`src/sv/sjva_pkg.sv`:
```
// Package for the sparse J^T J vector accumulation block.
// Holds the item types, action codes, lane control struct and saturation helper.
package sjva_pkg;

  localparam int LANES = 6;
  localparam int NBRS  = 4;

  typedef enum logic [1:0] {
    ACT_LOAD_X   = 2'd0,
    ACT_LOAD_ACC = 2'd1,
    ACT_APPLY    = 2'd2,
    ACT_READ_ACC = 2'd3
  } action_e;

  typedef struct packed {
    logic [1:0]         action;
    logic [9:0]         node_index;
    logic [2:0]         component;
    logic signed [31:0] load_value;
    logic [39:0]        neighbor_nodes;
    logic [63:0]        neighbor_weights;
    logic [47:0]        grad_rotation;
    logic [47:0]        grad_translation;
  } req_t;

  typedef struct packed {
    logic signed [31:0] read_value;
    logic               status;
  } res_t;

  typedef struct packed {
    logic x_we;
    logic acc_we;
    logic acc_upd;
    logic prod_en;
    logic delta_en;
  } lane_ctrl_t;

  function automatic logic signed [31:0] sat32(input logic signed [65:0] v);
    logic signed [31:0] r;
    if (v > 66'sd2147483647) begin
      r = 32'sh7fffffff;
    end else if (v < -66'sd2147483648) begin
      r = 32'sh80000000;
    end else begin
      r = 32'(v);
    end
    return r;
  endfunction

endpackage

```
`src/sv/sjva_merge.sv`:
```
// Merging stage: sums the six lane products into one scaled dot product.
// Depends on sjva_pkg.
module sjva_merge (
  input  logic               clk_i,
  input  logic               en_i,
  input  logic signed [47:0] prod_i [sjva_pkg::LANES],
  output logic signed [38:0] dot_o
);

  logic signed [50:0] sum;
  logic signed [38:0] dot_q;

  always_comb begin
    sum = '0;
    for (int k = 0; k < sjva_pkg::LANES; k++) begin
      sum = sum + 51'(prod_i[k]);
    end
  end

  always_ff @(posedge clk_i) begin
    if (en_i) begin
      dot_q <= 39'(sum >>> 12);
    end
  end

  assign dot_o = dot_q;

endmodule

```
`config.mk`:
```
export PLATFORM = sky130hd
export DESIGN_NAME = sjva_merge
export DESIGN_NICKNAME = d
export VERILOG_FILES = /design/src/sv/sjva_pkg.sv /design/src/sv/sjva_merge.sv
export SDC_FILE = /design/constraint.sdc
export NUM_CORES = 1
export LEC_CHECK = 0
export ABC_CLOCK_PERIOD_IN_PS = 12000
export BUFFER_PORTS_ARGS = -buffer_cell sky130_fd_sc_hd__buf_2
export CORE_MARGIN = 2
export CORE_UTILIZATION = 56
export CTS_BUF_LIST = sky130_fd_sc_hd__clkbuf_16
export CTS_CLUSTER_DIAMETER = 150
export DETAILED_ROUTE_END_ITERATION = 10
export PLACE_DENSITY_LB_ADDON = 0.08
export REMOVE_ABC_BUFFERS = 1
export SYNTH_ARGS = -nofsm -noshare
export SYNTH_HDL_FRONTEND = slang
export SYNTH_SLANG_ARGS = --single-unit
```
`constraint.sdc`:
```
create_clock -name clk_i -period 12 [get_ports clk_i]
set_clock_uncertainty 0.1 [all_clocks]
set_input_delay 1.2 -clock clk_i [delete_from_list [all_inputs] [get_ports clk_i]]
set_output_delay 1.2 -clock clk_i [all_outputs]
set_load 0.05 [all_outputs]
```
==> results.txt <==
The flow ran to the end, and the final reports show no timing, DRC or antenna violations. The length of the first detailed-routing pass in iterations is 5. The total congestion overflow is 0.

The switching power total came out at 1.34 mW. The global router's overall resource usage is 22.8%. The floorplan core area is 0.0157 mm2. The cell taking the most area after synthesis is fa_1. Sorting the synthesized cells by area gives the leading types as fa_1, inv_1, edfxtp_1, ha_1, a21oi_1. The number of endpoints with negative hold slack in the final report is 0. The area fraction in compound gates after synthesis came out at 10.2%. The number of warnings issued by yosys is 0. The endpoint class of the critical path is a flop. The count of cell types in the netlist is 48. The average cell area after synthesis came out at 9.14 um2. After Yosys synthesis, XOR and XNOR cells account for 3.73% of the synthesized area. The overall die width came out at 130 um. The setup total negative slack is 0 ns. The die area is 0.0169 mm2. Counting flops with an async set or reset pin after synthesis yields a share of 0%. The number of endpoints failing setup at the final stage came out at 0. The worst hold slack is 1.54 ns. The startpoint kind of the worst setup timing path is an input pin.

CTS placed an instance of clkbuf_16 at the clock tree root. The total area of sequential cells came out at 0.00117 mm2. Once the floorplan was initialized, standard cells occupied 56.7% of the core.

The most common cell in the synthesized netlist is inv_1. The filler cells instantiated in the layout total 1318. The number of global-route vias before repair is 7328. The final critical path takes up 46.2% of the cycle. Pin placement for this block handled 329 I/O pins. The global placement routability congestion is 0.903. The total DRC errors in the routed layout is 0.

In the routed layout, each cell is associated on average with a via count of 4.69. The register with the most flip-flops in the layout has 39 of them. The mux contribution to synthesized area is 0%. TritonCTS built the clock tree. The synthesis-to-finish area growth came out at 23.1%. The proportion of netlist area held by the largest area contributor came out at 43.1%. The final HPWL from detailed placement is 17200 um. Ranked by instance count, the synthesized netlist is headed by inv_1, fa_1, a21oi_1, ha_1, edfxtp_1. The number of clock sinks came out at 39. The netlist area before placement is 0.00891 mm2. The largest driver fanout on the critical path came out at 6. Cells with a size suffix above 1 make up 26.9% of the layout. TritonCTS created 5 clock buffers. The height of the die came out at 130 um. The leakage power total is 6.38 nW.

The multi-input gate area in the final layout came out at 0.00616 mm2. The transition at the pin with the smallest max-transition slack is 0.961 ns. The largest voltage drop on the vdd net came out at 0.143 mV. In the final routed layout, each cell accounts on average for 12.3 um. The number of cells upsized or downsized after cts is 0. For this block, the initial DRC count from the detailed router was 241. The clock transition at the register clock pins on the worst setup and hold paths after CTS is 0.06 ns.

The count of input and output buffers came out at 328. By startpoint and endpoint, the worst setup path is classified as input pin to flop. For this block, the routed nets add up to 18700 um of wire. The path class of the tightest hold or removal check is input pin to flop.

After synthesis the netlist holds a flip-flop and latch count of 39. The buffers inserted during post-CTS setup optimization is 0. Counting I/O delays and the setup requirement, the final critical path takes 5.54 ns.

The total power after layout came out at 2.54 mW. The number of nets still failing antenna checks after routing came out at 0. Detailed routing inserted a total of 7137 vias. The power share of the combinational group is 80.6%.

The H-tree level count is 2. Of the synthesized area, sequential elements account for 13.1%. Headroom to the max-slew limit came out at 35.9%.

The simple logic cell fraction of the synthesized area is 5.42%. The clock passes through at most 2 buffers. The highest achievable clock rate is 181 MHz. The power per cell area is 231 mW/mm2. Yosys mapped a number of flops with a built-in enable equal to 39.

The synthesized instance count is 975. Among all flip-flop cells after synthesis, the most frequent one is edfxtp_1. The number of maximum-capacitance violations is 0.

The first-pass GRT wire length came out at 30900 um. The adder and majority cell fraction of the synthesized area came out at 49.9%. The cts-stage hold buffer count is 0.

The arrival time of data at the critical path endpoint came out at 5.46 ns. At the end of the flow, the number of nets in the layout was 1834. The max-slew violation count came out at 0.

The largest net degree at the start of global routing is 40. The required arrival time at the worst endpoint is 11.92 ns. The sequential group share of total power is 13.3%. Row generation in the floorplan step produced 46 rows. Setup repair after global routing left no endpoint under its margin. The internal power is 1.20 mW. The number of antenna violations at the first check in global routing is 1. After synthesis, the largest family of logic cells by area is adder cells. The clock group share of total power came out at 6.1%.

Net switching is 52.9% of the power.
-- logic make-up (layout without fill, tap and decap cells) --
group,Yosys count,after routing
buf+inv,419,749
xor+xnor,38,38
compound gates,138,138
simple gates,101,101
flops,39,39
fa+ha+maj,240,240
other cells,0,1
-- cell usage in the layout, fill, tap and decap left out, types with 2 or more instances in the layout --
cell type	n
a211oi_1	6
a21o_1	14
a21oi_1	52
a221o_1	2
a31oi_1	5
a41oi_1	2
and2_1	4
and3_1	3
and4_4	2
buf_2	328
clkbuf_16	5
edfxtp_1	39
fa_1	192
ha_1	48
inv_1	413
nand2_1	33
nand3_1	9
nand4_1	6
nor2_1	29
nor2b_1	2
nor3_1	4
nor4_1	2
o21ai_0	13
o21ai_1	12
o21bai_1	11
o22ai_1	2
o31a_1	3
o31ai_1	3
o41ai_2	2
or2_2	2
xnor2_1	25
xor2_1	13
-- layer usage --
layer,vias up,global-route usage (%),wire [um]
met2,239,42.6,9740
met5,-,0,0
met3,26,2.34,1080
met1,3390,28.0,7480
met4,0,6.33,431
li1,3482,-,-
-- through the flow --
stage / util, % / setup slack (ns) / std cells / cell area [um2]
final: 69.8 / 6.46 / 1522 / 11000
after global routing: 69.8 / 6.17 / 1522 / 11000
after CTS: 69.8 / 6.48 / 1521 / 11000
after detailed placement: 68.7 / 6.19 / 1513 / 10800
after floorplan: - / 6.57 / 969 / 8890
after global placement: 68.7 / 6.14 / 1513 / 10800
-- critical path, cell delays in order --
cell and delay [ns]:
buf_2 0.08, inv_1 0.04, fa_1 0.53, inv_1 0.05, fa_1 0.54, inv_1 0.06, fa_1 0.48, inv_1 0.05
ha_1 0.37, and3_1 0.24, nand4_1 0.16, nor3_1 0.24, a21oi_1 0.23, o31ai_2 0.42, a41oi_1 0.32, o41ai_2 0.31
xnor2_1 0.14
-- power by group through the flow --
stage               sequential [mW]  clock (mW)  combinational (mW)
floorplan                     0.586           0                1.33
global placement              0.340           0                2.01
detailed placement            0.339           0                2.04
CTS                           0.339       0.157                2.05
global route                  0.344       0.163                2.29
finish                        0.338       0.155                2.05
-- final timing paths --
path / cells after the start / slack, ns / start / end
worst max-delay path: 17 / 6.46 / prod_i[162] / dot_o[37]
worst min-delay path: 1 / 1.54 / en_i / dot_o[0]
-- cell type report --
cell class	instances	share of cell area [%]
multi-input cells	517	56.2
repair buffers	328	15.0
inverters	413	14.1
flip-flops and latches	39	10.7
well taps	216	2.46
clock buffers	5	1.14
clock inverters	3	0.399
diodes	1	0.0228
No activity file was read; power rests on OpenSTA's default activity.
